## config.mk

```make
export PLATFORM = sky130hd
export DESIGN_NAME = argument_line_tokenizer
export DESIGN_NICKNAME = d
export VERILOG_FILES = /design/src/hdl/alt_pkg.sv /design/src/hdl/alt_step.sv /design/src/hdl/alt_rbuf.sv /design/src/hdl/argument_line_tokenizer.sv
export SDC_FILE = /design/constraint.sdc
export NUM_CORES = 1
export LEC_CHECK = 0
export BUFFER_PORTS_ARGS = -buffer_cell sky130_fd_sc_hd__clkbuf_2
export CORE_AREA = 2 2 173 175
export DETAILED_ROUTE_END_ITERATION = 8
export DIE_AREA = 0 0 175 177
export MAX_ROUTING_LAYER = met4
export PLACE_DENSITY = 0.43
export RECOVER_POWER = 50
export SLEW_MARGIN = 10
export SYNTH_ARGS = -nofsm -noshare
export SYNTH_HDL_FRONTEND = slang
export SYNTH_SLANG_ARGS = --single-unit
```

## constraint.sdc

```tcl
create_clock -name clk_i -period 12.81 [get_ports clk_i]
set_input_delay 1.281 -clock clk_i [delete_from_list [all_inputs] [get_ports clk_i]]
set_output_delay 1.281 -clock clk_i [all_outputs]
set_load 0.05 [all_outputs]
```

## src/hdl/alt_pkg.sv

```systemverilog
`timescale 1ns / 1ps

package alt_pkg;

  localparam int unsigned MaxResults = 5;
  localparam int unsigned CntW       = $clog2(MaxResults + 1);

  // Character codes used by the tokenizer.
  localparam logic [7:0] ChHash   = 8'h23;
  localparam logic [7:0] ChComma  = 8'h2C;
  localparam logic [7:0] ChQuote  = 8'h22;
  localparam logic [7:0] ChBslash = 8'h5C;
  localparam logic [7:0] ChLf     = 8'h0A;
  localparam logic [7:0] ChCr     = 8'h0D;
  localparam logic [7:0] ChTab    = 8'h09;
  localparam logic [7:0] ChSpace  = 8'h20;
  localparam logic [7:0] ChLowN   = 8'h6E;
  localparam logic [7:0] ChLowR   = 8'h72;
  localparam logic [7:0] ChLowT   = 8'h74;
  localparam logic [7:0] ChLowX   = 8'h78;
  localparam logic [7:0] ChZero   = 8'h30;
  localparam logic [7:0] ChSeven  = 8'h37;
  localparam logic [7:0] ChNine   = 8'h39;
  localparam logic [7:0] ChLowA   = 8'h61;
  localparam logic [7:0] ChLowF   = 8'h66;
  localparam logic [7:0] ChUpA    = 8'h41;
  localparam logic [7:0] ChUpF    = 8'h46;

  typedef enum logic [2:0] {
    PmBetween,
    PmUnquoted,
    PmQuoted,
    PmComment,
    PmDrop
  } parse_mode_e;

  typedef enum logic [2:0] {
    EmNone,
    EmSlash,
    EmHex1,
    EmHex2,
    EmOctal
  } esc_mode_e;

  typedef enum logic [1:0] {
    SepNone,
    SepSpace,
    SepComma,
    SepQuote
  } sep_e;

  typedef enum logic [1:0] {
    KindByte,
    KindEndArg,
    KindEndLine,
    KindError
  } kind_e;

  typedef enum logic [1:0] {
    ErrEscape,
    ErrStray,
    ErrMissQuote,
    ErrMissSep
  } err_e;

  typedef enum logic [1:0] {
    CfgCommaSep,
    CfgComment,
    CfgNoEscapes
  } cfg_idx_e;

  typedef struct packed {
    logic [7:0] char_in;
    logic       line_end;
  } in_item_t;

  typedef struct packed {
    logic [1:0] kind;
    logic [7:0] char_out;
    logic [1:0] error_code;
    logic       run_last;
  } out_item_t;

  typedef struct packed {
    logic comma_separates;
    logic comment_enabled;
    logic no_escapes;
  } cfg_t;

  typedef out_item_t [MaxResults-1:0] out_arr_t;

  typedef struct packed {
    logic [CntW-1:0] count;
    out_arr_t        items;
  } step_res_t;

endpackage

```

## src/hdl/alt_step.sv

```systemverilog
`timescale 1ns / 1ps

module alt_step import alt_pkg::*; (
  input  logic      clk_i,
  input  logic      rst_ni,
  input  cfg_t      cfg_i,
  input  logic      take_i,
  input  in_item_t  item_i,
  output step_res_t res_o
);

  parse_mode_e pm_q, pm_d;
  esc_mode_e   em_q, em_d;
  logic [7:0]  ev_q, ev_d;
  logic [1:0]  ed_q, ed_d;
  sep_e        ls_q, ls_d;

  function automatic logic is_space(input logic [7:0] c);
    return (c == ChSpace) || (c >= ChTab && c <= ChCr);
  endfunction

  function automatic logic is_hex(input logic [7:0] c);
    return (c >= ChZero && c <= ChNine) || (c >= ChLowA && c <= ChLowF) ||
           (c >= ChUpA && c <= ChUpF);
  endfunction

  function automatic logic [3:0] hex_val(input logic [7:0] c);
    logic [3:0] v;
    if (c <= ChNine) begin
      v = c[3:0];
    end else begin
      v = c[3:0] + 4'd9;
    end
    return v;
  endfunction

  always_comb begin
    logic [7:0]      c;
    logic            do_plain;
    logic            go;
    logic            skip;
    logic [CntW-1:0] n;
    out_arr_t        res;

    c        = item_i.char_in;
    pm_d     = pm_q;
    em_d     = em_q;
    ev_d     = ev_q;
    ed_d     = ed_q;
    ls_d     = ls_q;
    n        = '0;
    res      = '0;
    do_plain = 1'b0;
    go       = 1'b0;
    skip     = 1'b0;

    if (pm_q == PmUnquoted || pm_q == PmQuoted) begin
      case (em_q)
        EmNone: begin
          do_plain = 1'b1;
        end
        EmSlash: begin
          em_d = EmNone;
          if (c == ChLowN) begin
            res[n].char_out = ChLf;
            n = n + 1'b1;
          end else if (c == ChLowR) begin
            res[n].char_out = ChCr;
            n = n + 1'b1;
          end else if (c == ChLowT) begin
            res[n].char_out = ChTab;
            n = n + 1'b1;
          end else if (c == ChQuote || c == ChBslash) begin
            res[n].char_out = c;
            n = n + 1'b1;
          end else if (c >= ChZero && c <= ChSeven) begin
            em_d = EmOctal;
            ev_d = {5'd0, c[2:0]};
            ed_d = 2'd1;
          end else if (c == ChLowX) begin
            em_d = EmHex1;
          end else begin
            res[n].kind       = KindError;
            res[n].error_code = ErrEscape;
            n = n + 1'b1;
            pm_d = PmDrop;
          end
        end
        EmHex1: begin
          if (!is_hex(c)) begin
            res[n].kind       = KindError;
            res[n].error_code = ErrEscape;
            n = n + 1'b1;
            pm_d = PmDrop;
            em_d = EmNone;
          end else begin
            ev_d = {4'd0, hex_val(c)};
            em_d = EmHex2;
          end
        end
        EmHex2: begin
          em_d = EmNone;
          if (!is_hex(c)) begin
            res[n].kind       = KindError;
            res[n].error_code = ErrEscape;
            n = n + 1'b1;
            pm_d = PmDrop;
          end else begin
            res[n].char_out = {ev_q[3:0], hex_val(c)};
            n = n + 1'b1;
          end
        end
        EmOctal: begin
          em_d = EmNone;
          if (c >= ChZero && c <= ChSeven && ed_q != 2'd3) begin
            ev_d = {ev_q[4:0], c[2:0]};
            ed_d = ed_q + 2'd1;
            if (ed_d == 2'd3) begin
              res[n].char_out = ev_d;
              n = n + 1'b1;
            end else begin
              em_d = EmOctal;
            end
          end else begin
            res[n].char_out = ev_q;
            n = n + 1'b1;
            do_plain = 1'b1;
          end
        end
        default: begin
          em_d     = EmNone;
          do_plain = 1'b1;
        end
      endcase
    end else if (pm_q == PmBetween) begin
      em_d     = EmNone;
      do_plain = 1'b1;
    end

    if (do_plain) begin
      if (pm_d == PmBetween) begin
        if (is_space(c)) begin
          go = 1'b0;
        end else if (ls_d == SepSpace && c == ChComma && cfg_i.comma_separates) begin
          ls_d = SepNone;
        end else if (ls_d == SepQuote && c == ChQuote) begin
          res[n].kind       = KindError;
          res[n].error_code = ErrMissSep;
          n = n + 1'b1;
          pm_d = PmDrop;
          em_d = EmNone;
        end else begin
          ls_d = SepNone;
          if (cfg_i.comment_enabled && c == ChHash) begin
            pm_d = PmComment;
          end else if (c == ChQuote && !cfg_i.no_escapes) begin
            pm_d = PmQuoted;
          end else begin
            pm_d = PmUnquoted;
            go   = 1'b1;
          end
        end
      end else begin
        go = 1'b1;
      end

      if (go) begin
        if (pm_d == PmUnquoted) begin
          if (c == ChBslash && !cfg_i.no_escapes) begin
            em_d = EmSlash;
          end else if (is_space(c)) begin
            res[n].kind = KindEndArg;
            n = n + 1'b1;
            ls_d = SepSpace;
            pm_d = PmBetween;
          end else if (cfg_i.comma_separates && c == ChComma) begin
            res[n].kind = KindEndArg;
            n = n + 1'b1;
            ls_d = SepComma;
            pm_d = PmBetween;
          end else if (!cfg_i.no_escapes && c == ChQuote) begin
            res[n].kind       = KindError;
            res[n].error_code = ErrStray;
            n = n + 1'b1;
            pm_d = PmDrop;
            em_d = EmNone;
          end else begin
            res[n].char_out = c;
            n = n + 1'b1;
          end
        end else if (pm_d == PmQuoted) begin
          if (c == ChBslash && !cfg_i.no_escapes) begin
            em_d = EmSlash;
          end else if (c == ChQuote && !cfg_i.no_escapes) begin
            res[n].kind = KindEndArg;
            n = n + 1'b1;
            ls_d = SepQuote;
            pm_d = PmBetween;
          end else begin
            res[n].char_out = c;
            n = n + 1'b1;
          end
        end
      end
    end

    // The last byte closes out the line and returns to the idle state.
    if (item_i.line_end) begin
      if (pm_d != PmDrop) begin
        if (em_d == EmOctal) begin
          res[n].char_out = ev_d;
          n = n + 1'b1;
        end else if (em_d != EmNone) begin
          res[n].kind       = KindError;
          res[n].error_code = ErrEscape;
          n = n + 1'b1;
          skip = 1'b1;
        end
        if (!skip) begin
          if (pm_d == PmUnquoted) begin
            res[n].kind = KindEndArg;
            n = n + 1'b1;
          end else if (pm_d == PmQuoted) begin
            res[n].kind       = KindError;
            res[n].error_code = ErrMissQuote;
            n = n + 1'b1;
            skip = 1'b1;
          end else if (pm_d == PmBetween && ls_d == SepComma) begin
            res[n].kind = KindEndArg;
            n = n + 1'b1;
          end
        end
        if (!skip) begin
          res[n].kind = KindEndLine;
          n = n + 1'b1;
        end
      end
      pm_d = PmBetween;
      em_d = EmNone;
      ev_d = '0;
      ed_d = '0;
      ls_d = SepNone;
    end

    for (int i = 0; i < MaxResults; i++) begin
      res[i].run_last = (CntW'(i + 1) == n);
    end

    res_o.count = n;
    res_o.items = res;
  end

  always_ff @(posedge clk_i or negedge rst_ni) begin
    if (!rst_ni) begin
      pm_q <= PmBetween;
      em_q <= EmNone;
      ev_q <= '0;
      ed_q <= '0;
      ls_q <= SepNone;
    end else if (take_i) begin
      pm_q <= pm_d;
      em_q <= em_d;
      ev_q <= ev_d;
      ed_q <= ed_d;
      ls_q <= ls_d;
    end
  end

endmodule

```

## src/hdl/alt_rbuf.sv

```systemverilog
`timescale 1ns / 1ps

module alt_rbuf import alt_pkg::*; (
  input  logic      clk_i,
  input  logic      rst_ni,
  input  logic      load_i,
  input  step_res_t res_i,
  output logic      free_o,
  output logic      out_valid_o,
  input  logic      out_ready_i,
  output out_item_t out_data_o
);

  out_arr_t        items_q;
  logic [CntW-1:0] cnt_q;
  logic [CntW-1:0] idx_q;
  logic            fire;

  assign out_valid_o = (idx_q != cnt_q);
  assign fire        = out_valid_o && out_ready_i;
  // Free when empty, or when the last held result leaves in this cycle.
  assign free_o      = !out_valid_o || (fire && (idx_q + 1'b1 == cnt_q));
  assign out_data_o  = items_q[idx_q];

  always_ff @(posedge clk_i or negedge rst_ni) begin
    if (!rst_ni) begin
      cnt_q <= '0;
      idx_q <= '0;
    end else if (load_i && free_o) begin
      cnt_q <= res_i.count;
      idx_q <= '0;
    end else if (fire) begin
      idx_q <= idx_q + 1'b1;
    end
  end

  always_ff @(posedge clk_i) begin
    if (load_i && free_o) begin
      items_q <= res_i.items;
    end
  end

endmodule

```

## src/hdl/argument_line_tokenizer.sv

```systemverilog
`timescale 1ns / 1ps

// Shell-style argument tokenizer with backslash escapes.
// Input channel: one byte of the command line per transfer, line_end set on
// the last byte. Output channel: one result per transfer, kind giving an
// argument byte, end of argument, end of line or error, with run_last on
// the last result caused by an input byte. A byte may cause zero to five
// results. Configuration channel: index 0 comma_separates, 1 comment_enabled,
// 2 no_escapes; bit 0 of the data is written, other indexes are ignored.
// Write it only while the block is idle.
// A byte is held in an input register, decoded combinationally against the
// line state, and its results are loaded into a result buffer that offers
// them one at a time. The block takes one byte per cycle while each byte
// yields at most one result and the receiver is ready; a byte with k results
// holds the input until all k have left through the single output port.
// When the receiver stalls, the result buffer and input register fill and
// in_ready_o drops. Reset zeroes line state, config and valid flags, not data.
module argument_line_tokenizer import alt_pkg::*; (
  input  logic      clk_i,
  input  logic      rst_ni,
  input  logic      in_valid_i,
  output logic      in_ready_o,
  input  in_item_t  in_data_i,
  output logic      out_valid_o,
  input  logic      out_ready_i,
  output out_item_t out_data_o,
  input  logic      cfg_valid_i,
  output logic      cfg_ready_o,
  input  logic [1:0] cfg_index_i,
  input  logic      cfg_data_i
);

  cfg_t      cfg_q;
  in_item_t  in_q;
  logic      in_vld_q;
  logic      buf_free;
  logic      take;
  step_res_t step_res;

  assign cfg_ready_o = 1'b1;
  assign take        = in_vld_q && buf_free;
  assign in_ready_o  = !in_vld_q || take;

  always_ff @(posedge clk_i or negedge rst_ni) begin
    if (!rst_ni) begin
      cfg_q <= '0;
    end else if (cfg_valid_i) begin
      case (cfg_idx_e'(cfg_index_i))
        CfgCommaSep:  cfg_q.comma_separates <= cfg_data_i;
        CfgComment:   cfg_q.comment_enabled <= cfg_data_i;
        CfgNoEscapes: cfg_q.no_escapes      <= cfg_data_i;
        default:      cfg_q                 <= cfg_q;
      endcase
    end
  end

  always_ff @(posedge clk_i or negedge rst_ni) begin
    if (!rst_ni) begin
      in_vld_q <= 1'b0;
    end else if (in_ready_o) begin
      in_vld_q <= in_valid_i;
    end
  end

  always_ff @(posedge clk_i) begin
    if (in_valid_i && in_ready_o) begin
      in_q <= in_data_i;
    end
  end

  alt_step u_step (
    .clk_i  (clk_i),
    .rst_ni (rst_ni),
    .cfg_i  (cfg_q),
    .take_i (take),
    .item_i (in_q),
    .res_o  (step_res)
  );

  alt_rbuf u_rbuf (
    .clk_i       (clk_i),
    .rst_ni      (rst_ni),
    .load_i      (take),
    .res_i       (step_res),
    .free_o      (buf_free),
    .out_valid_o (out_valid_o),
    .out_ready_i (out_ready_i),
    .out_data_o  (out_data_o)
  );

endmodule

```

### After elaboration in Yosys (flattened, before gate mapping)

Index checks and enable logic that the tools add are counted.

| operators by class | value |
|---|---|
| reductions and logical operators | 49 |
| add/subtract/negate cells | 8 |
| equality and inequality tests | 41 |
| multiplexer cells | 225 |
| $lt $le $gt $ge | 20 |

Operator list:

| kind | count |
|---|---|
| 2-to-1 mux 65 bit | 28 |
| bitwise mux 65 bit | 13 |
| demux 13 bit (select 3 bit) | 11 |
| 2-to-1 mux 3 bit | 83 |
| 2-to-1 mux 8 bit | 16 |
| 2-to-1 mux 13 bit | 6 |
| 2-to-1 mux 2 bit | 32 |
| one-hot mux 8 bit (3 select lines) | 2 |
| == test 8 x 7 -> 1 bit (second input constant) | 5 |
| binary-select mux 13 bit (select 3 bit) | 1 |
| == test 8 x 6 -> 1 bit (second input constant) | 4 |
| logical AND 1 bit | 24 |
| less-than comparator 3 x 4 -> 1 bit (second input constant) | 6 |
| one-hot mux 3 bit (4 select lines) | 2 |
| 2-to-1 mux 1 bit | 23 |
| 2-to-1 mux 11 bit | 2 |
| adder 3 x 1 -> 3 bit (second input constant) | 6 |
| greater-or-equal comparator 8 x 7 -> 1 bit (second input constant) | 2 |
| less-or-equal comparator 8 x 6 -> 1 bit (second input constant) | 2 |
| less-or-equal comparator 8 x 7 -> 1 bit (second input constant) | 2 |
| == test 3 x 2 -> 1 bit (second input constant) | 5 |
| greater-or-equal comparator 3 x 1 -> 1 bit (second input constant) | 5 |
| != test 3 bit (second input constant) | 5 |
| == test 3 x 1 -> 1 bit (second input constant) | 4 |
| 30 further kinds | 54 |

| word-level totals | value |
|---|---|
| input bits | 17 |
| word-level logic and storage cells | 376 |
| flip-flop bits (word level) | 102 |

### Longest topological paths before layout

| logic depth | value |
|---|---|
| word-level depth | 46 |
| mapped depth | 25 |
| gate-level depth less buffers | 23 |

### Cells and area by module

Synthesis repeated with hierarchy kept, for this count alone.

| second synthesis, totals | value |
|---|---|
| cell total of the unflattened synthesis | 729 |
| area total of the unflattened synthesis | 7143.1 µm² |

By module, submodules not included:

| module | instances | area an instance (µm²) | cells each |
|---|---|---|---|
| alt_step | 1 | 3839.9 | 548 |
| alt_rbuf | 1 | 2835.2 | 156 |
| argument_line_tokenizer | 1 | 467.9 | 25 |

### Worst setup path after synthesis

Ideal clock, no wire load.

| timing | value |
|---|---|
| path type | register to register |
| start point | register in_q[1] (netlist bit) |
| end point | register u_rbuf.items_q[13] (netlist bit), data pin |
| slack | 7.507 ns |
| arrival time | 5.048 ns |
| cell stages (with the launch flop) | 26 |
| data required time | 12.555 ns |
| buffers on the path | 3 |
| clock period less this slack | 5.303 ns |
| cell sequence | edfxtp_1 -> clkbuf_1 -> inv_1 -> ha_1 -> clkbuf_1 -> nand4b_1 -> a211o_1 -> o21a_1 -> o31ai_4 -> ha_1 -> o31ai_1 -> nand2_1 -> o211a_1 -> buf_6 -> ha_1 -> nand2_1 -> nand2_1 -> ha_1 -> mux2i_1 -> inv_1 -> ha_1 -> nand2_1 -> xnor2_1 -> xnor2_1 -> mux2_2 -> and3_1 |

RTL lines:

| item | line | source |
|---|---|---|
| start, declared | argument_line_tokenizer.sv:34 | `in_item_t in_q;` |
| start signal, assigned | argument_line_tokenizer.sv:67 | `in_q <= in_data_i;` |
| end signal, assigned | alt_rbuf.sv:39 | `items_q <= res_i.items;` |
| end, declared | alt_rbuf.sv:14 | `out_arr_t items_q;` |

### Final worst setup path

| timing | value |
|---|---|
| start point | register u_rbuf.idx_q[0] |
| end point | register u_rbuf.items_q[24] (netlist bit) (enable) |

| on the way | value |
|---|---|
| longest elaborated chain between the ends | 6 |

RTL lines:

| item | line | source |
|---|---|---|
| start, declared | alt_rbuf.sv:16 | `logic [CntW-1:0] idx_q;` |
| start signal, assigned | alt_rbuf.sv:33 | `idx_q <= idx_q + 1'b1;` |
| adder 3 x 1 -> 3 bit or != test 3 bit (tied branches) | alt_rbuf.sv:22, alt_rbuf.sv:19 |  |
| == test 3 bit or logical AND 1 bit (tied branches) | alt_rbuf.sv:22, alt_rbuf.sv:20 |  |
| logical AND 1 bit | alt_rbuf.sv:22 | `assign free_o = !out_valid_o \|\| (fire && (idx_q + 1'b1 == cnt_q));` |
| logical OR 1 bit * | alt_rbuf.sv:22 |  |
| logical AND 1 bit * | argument_line_tokenizer.sv:41 | `assign take = in_vld_q && buf_free;` |
| net take | argument_line_tokenizer.sv:37 | `logic take;` |
| logical AND 1 bit * | alt_rbuf.sv:38 | `if (load_i && free_o) begin` |

Mark *: on every way through the listed nets, which the timed path passes. The rest lies on a longest branch.
A chain may end at the register's enable or synchronous reset.

==> impl_metrics.ini <==
[detailed_routing]
ant_nets = 0
routedWlPerCell_um = 19.3
drt-vias-per-instance = 5.09
firstDrtPassIters = 5
first_iter_violations = 530
drc = 0
vias = 5950
drt-total-wl_mm = 22.6

[synthesis]
synth_edf_count = 73
yosysTopAreaCell = edfxtp_1
yosysWarnings = 0
yosys.area.top_type_share_pct = 30.5
yosys.cell_types.count = 95
ys_seq_area_share_pct = 40.2
synth_area_leaders = edfxtp_1 (30%), dfrtp_1 (9.7%), nand2_1 (4.1%)
syn_inst = 757
avgSynthCellArea_um2 = 9.50
synth_ff_type = edfxtp_1
synthArstFlopShare_pct = 27.7
synthesis.area_um2 = 7190
ys_seq_elements = 101

[sta]
finalSetupViolCount = 0
fin_skew_ps = 11.7
finalHoldViolations = 0
maxSlewViolCount = 129
timing.final.ws_setup_ps = 6590
fin_crit_sh_pct = 48.6
slew_headroom_pct = -134
period_needed_ps = 6220
rsz0062_at_grt = false
setup_tns_ps = 0
tightest_slew_ps = 3510
max_freq_mhz = 161

[outcome]
failed_checks = capacitance limit, slew limit
outcome = finished with violations

[worst_hold_path]
hold_class = register to register

[die]
pin_count = 33
dieWidth_um = 175
core_um2 = 29200
num_rows = 63
die_h_um = 177
dieArea_um2 = 31000
start_util_pct = 24.6

[final_layout]
syn_to_final_growth_pct = 11.3
final_common_cell = nand2_1
nFillCells = 3095
multi_input_area_um2 = 4010
final_cell_mix = nand2_1 (79), edfxtp_1 (73), nor2_1 (65)
register_area_um2 = 2890
num-nets-final = 806
n_antenna_cell = 0
drive_above_1_share_pct = 12.5

[clock_network]
clk_pin_slew_ps = 80
cts_max_level = 3
clk-insertion-delay-late_ps = 360
cts_tree = done
clock_sinks = 101
cts_resized = 0
clk_path_buf_depth = 2
post_cts_buffers = 0
cts-root-buf = clkbuf_16
ctsHoldBuffers = 0
cts_buffers = 9

[grt]
grtUsageTotal_pct = 15.4
grt_pass1_wl_mm = 35.7
antenna_found_initial = 0
grt_pass1_vias = 5862
grt_overflow = 0
grt_max_degree = 68

[worst_setup_path]
crit_path_end_kind = register
cpPeakStageDelay_ps = 2500
crit_buf_inv = 3
start_kind = register
cp_top_family = buffers and inverters
cp.required_ps = 12700
crit_fanout = 67
crit_arrival_ps = 6110
crit_slowest_cell = clkbuf_1
crit_path_cell_trace = ha_1 > xor2_1 > nor2_1 > nand3_1 > nand2_1 > nand2_1 > clkbuf_1 > inv_1 > clkbuf_1
crit_type = register to register

[placement]
pre_cts_ws_ps = 6820
io_buffers = 31
place_hpwl_mm = 16.8
gp_congestion = 0.870

[run]
max_cap_violations = 3
final timing paths:
path / depth (start not counted) / start / slack, ps / endpoint
hold reg to reg: 2 / u_rbuf.cnt_q[0] / 510 / u_rbuf.cnt_q[0]
hold / removal: 2 / u_rbuf.cnt_q[0] / 510 / u_rbuf.cnt_q[0]
setup reg to reg: 9 / u_rbuf.idx_q[0] / 6590 / u_rbuf.items_q[24]
setup / recovery: 9 / u_rbuf.idx_q[0] / 6590 / u_rbuf.items_q[24]
min in group asynchronous: 1 / rst_ni / 1410 / in_vld_q
max in group asynchronous: 1 / rst_ni / 10320 / u_step.pm_q[0]
worst reg2reg max path: cells and delay by family (launching register included):
family / cells / cell delay (ps)
xor gates and xnor gates: 1 / 160
adders and majority gates: 1 / 400
buffers and inverters: 3 / 3740
DFF: 1 / 1070
and+or+nand+nor: 4 / 330
sequential cells by signal (all words and copies together), names as in the netlist:
name,cells
u_step.em_q,3
cfg_q,3
in_vld_q,1
u_rbuf.idx_q,3
u_rbuf.items_q,64
u_step.ev_q,8
in_q,9
u_rbuf.cnt_q,3
u_step.pm_q,3
u_step.ls_q,2
u_step.ed_q,2
kinds of logic (layout without fill, tap and decap cells):
| group | Yosys count | count (layout) | synth area share [%] |
|---|---|---|---|
| simple gates | 302 | 302 | 21.2 |
| buf+inv | 73 | 83 | 4.57 |
| xor+xnor | 20 | 20 | 3.01 |
| mux | 26 | 26 | 5.97 |
| fa+ha+maj | 16 | 16 | 2.78 |
| compound gates | 217 | 217 | 22.1 |
| flops | 101 | 101 | 40.2 |
| other cells | 2 | 13 | 0.104 |
synth_stat cells, drive strengths merged (16+ instances only):
cell    count
clkbuf     24
o21ai      66
a21oi      39
nor2       66
buf        21
and2       16
edfxtp     73
ha         16
inv        27
dfrtp      28
and3       25
nand3      21
nor3       27
nand2      79
layout make-up:
| type | count | area share, % |
|---|---|---|
| clock buffers | 10 | 2.86 |
| inverters | 28 | 1.34 |
| repair buffers | 39 | 2.48 |
| multi-input cells | 594 | 50.1 |
| flip-flops and latches | 101 | 36.1 |
| clock inverters | 6 | 1.00 |
| well taps | 390 | 6.09 |
per-layer routing:
layer / wire (um) / GRT usage (%)
met1: 10700 / 21.2
met2: 10200 / 23.5
met5: 0 / -
met4: 536 / 4.76
met3: 1130 / 2.36
stage by stage:
stage	std cells	instance area, um2	util (%)	hold WS, ps
finish	1168	8010	27.4	508
CTS	1168	8030	27.4	513
detailed placement	1152	7720	26.4	495
global route	1168	8010	27.4	538
global placement	1152	7720	26.4	486
floorplan	768	7230	-	469
Power is not shown: default switching activity piles up to over one toggle a cycle in this logic, so the estimate is an artifact.
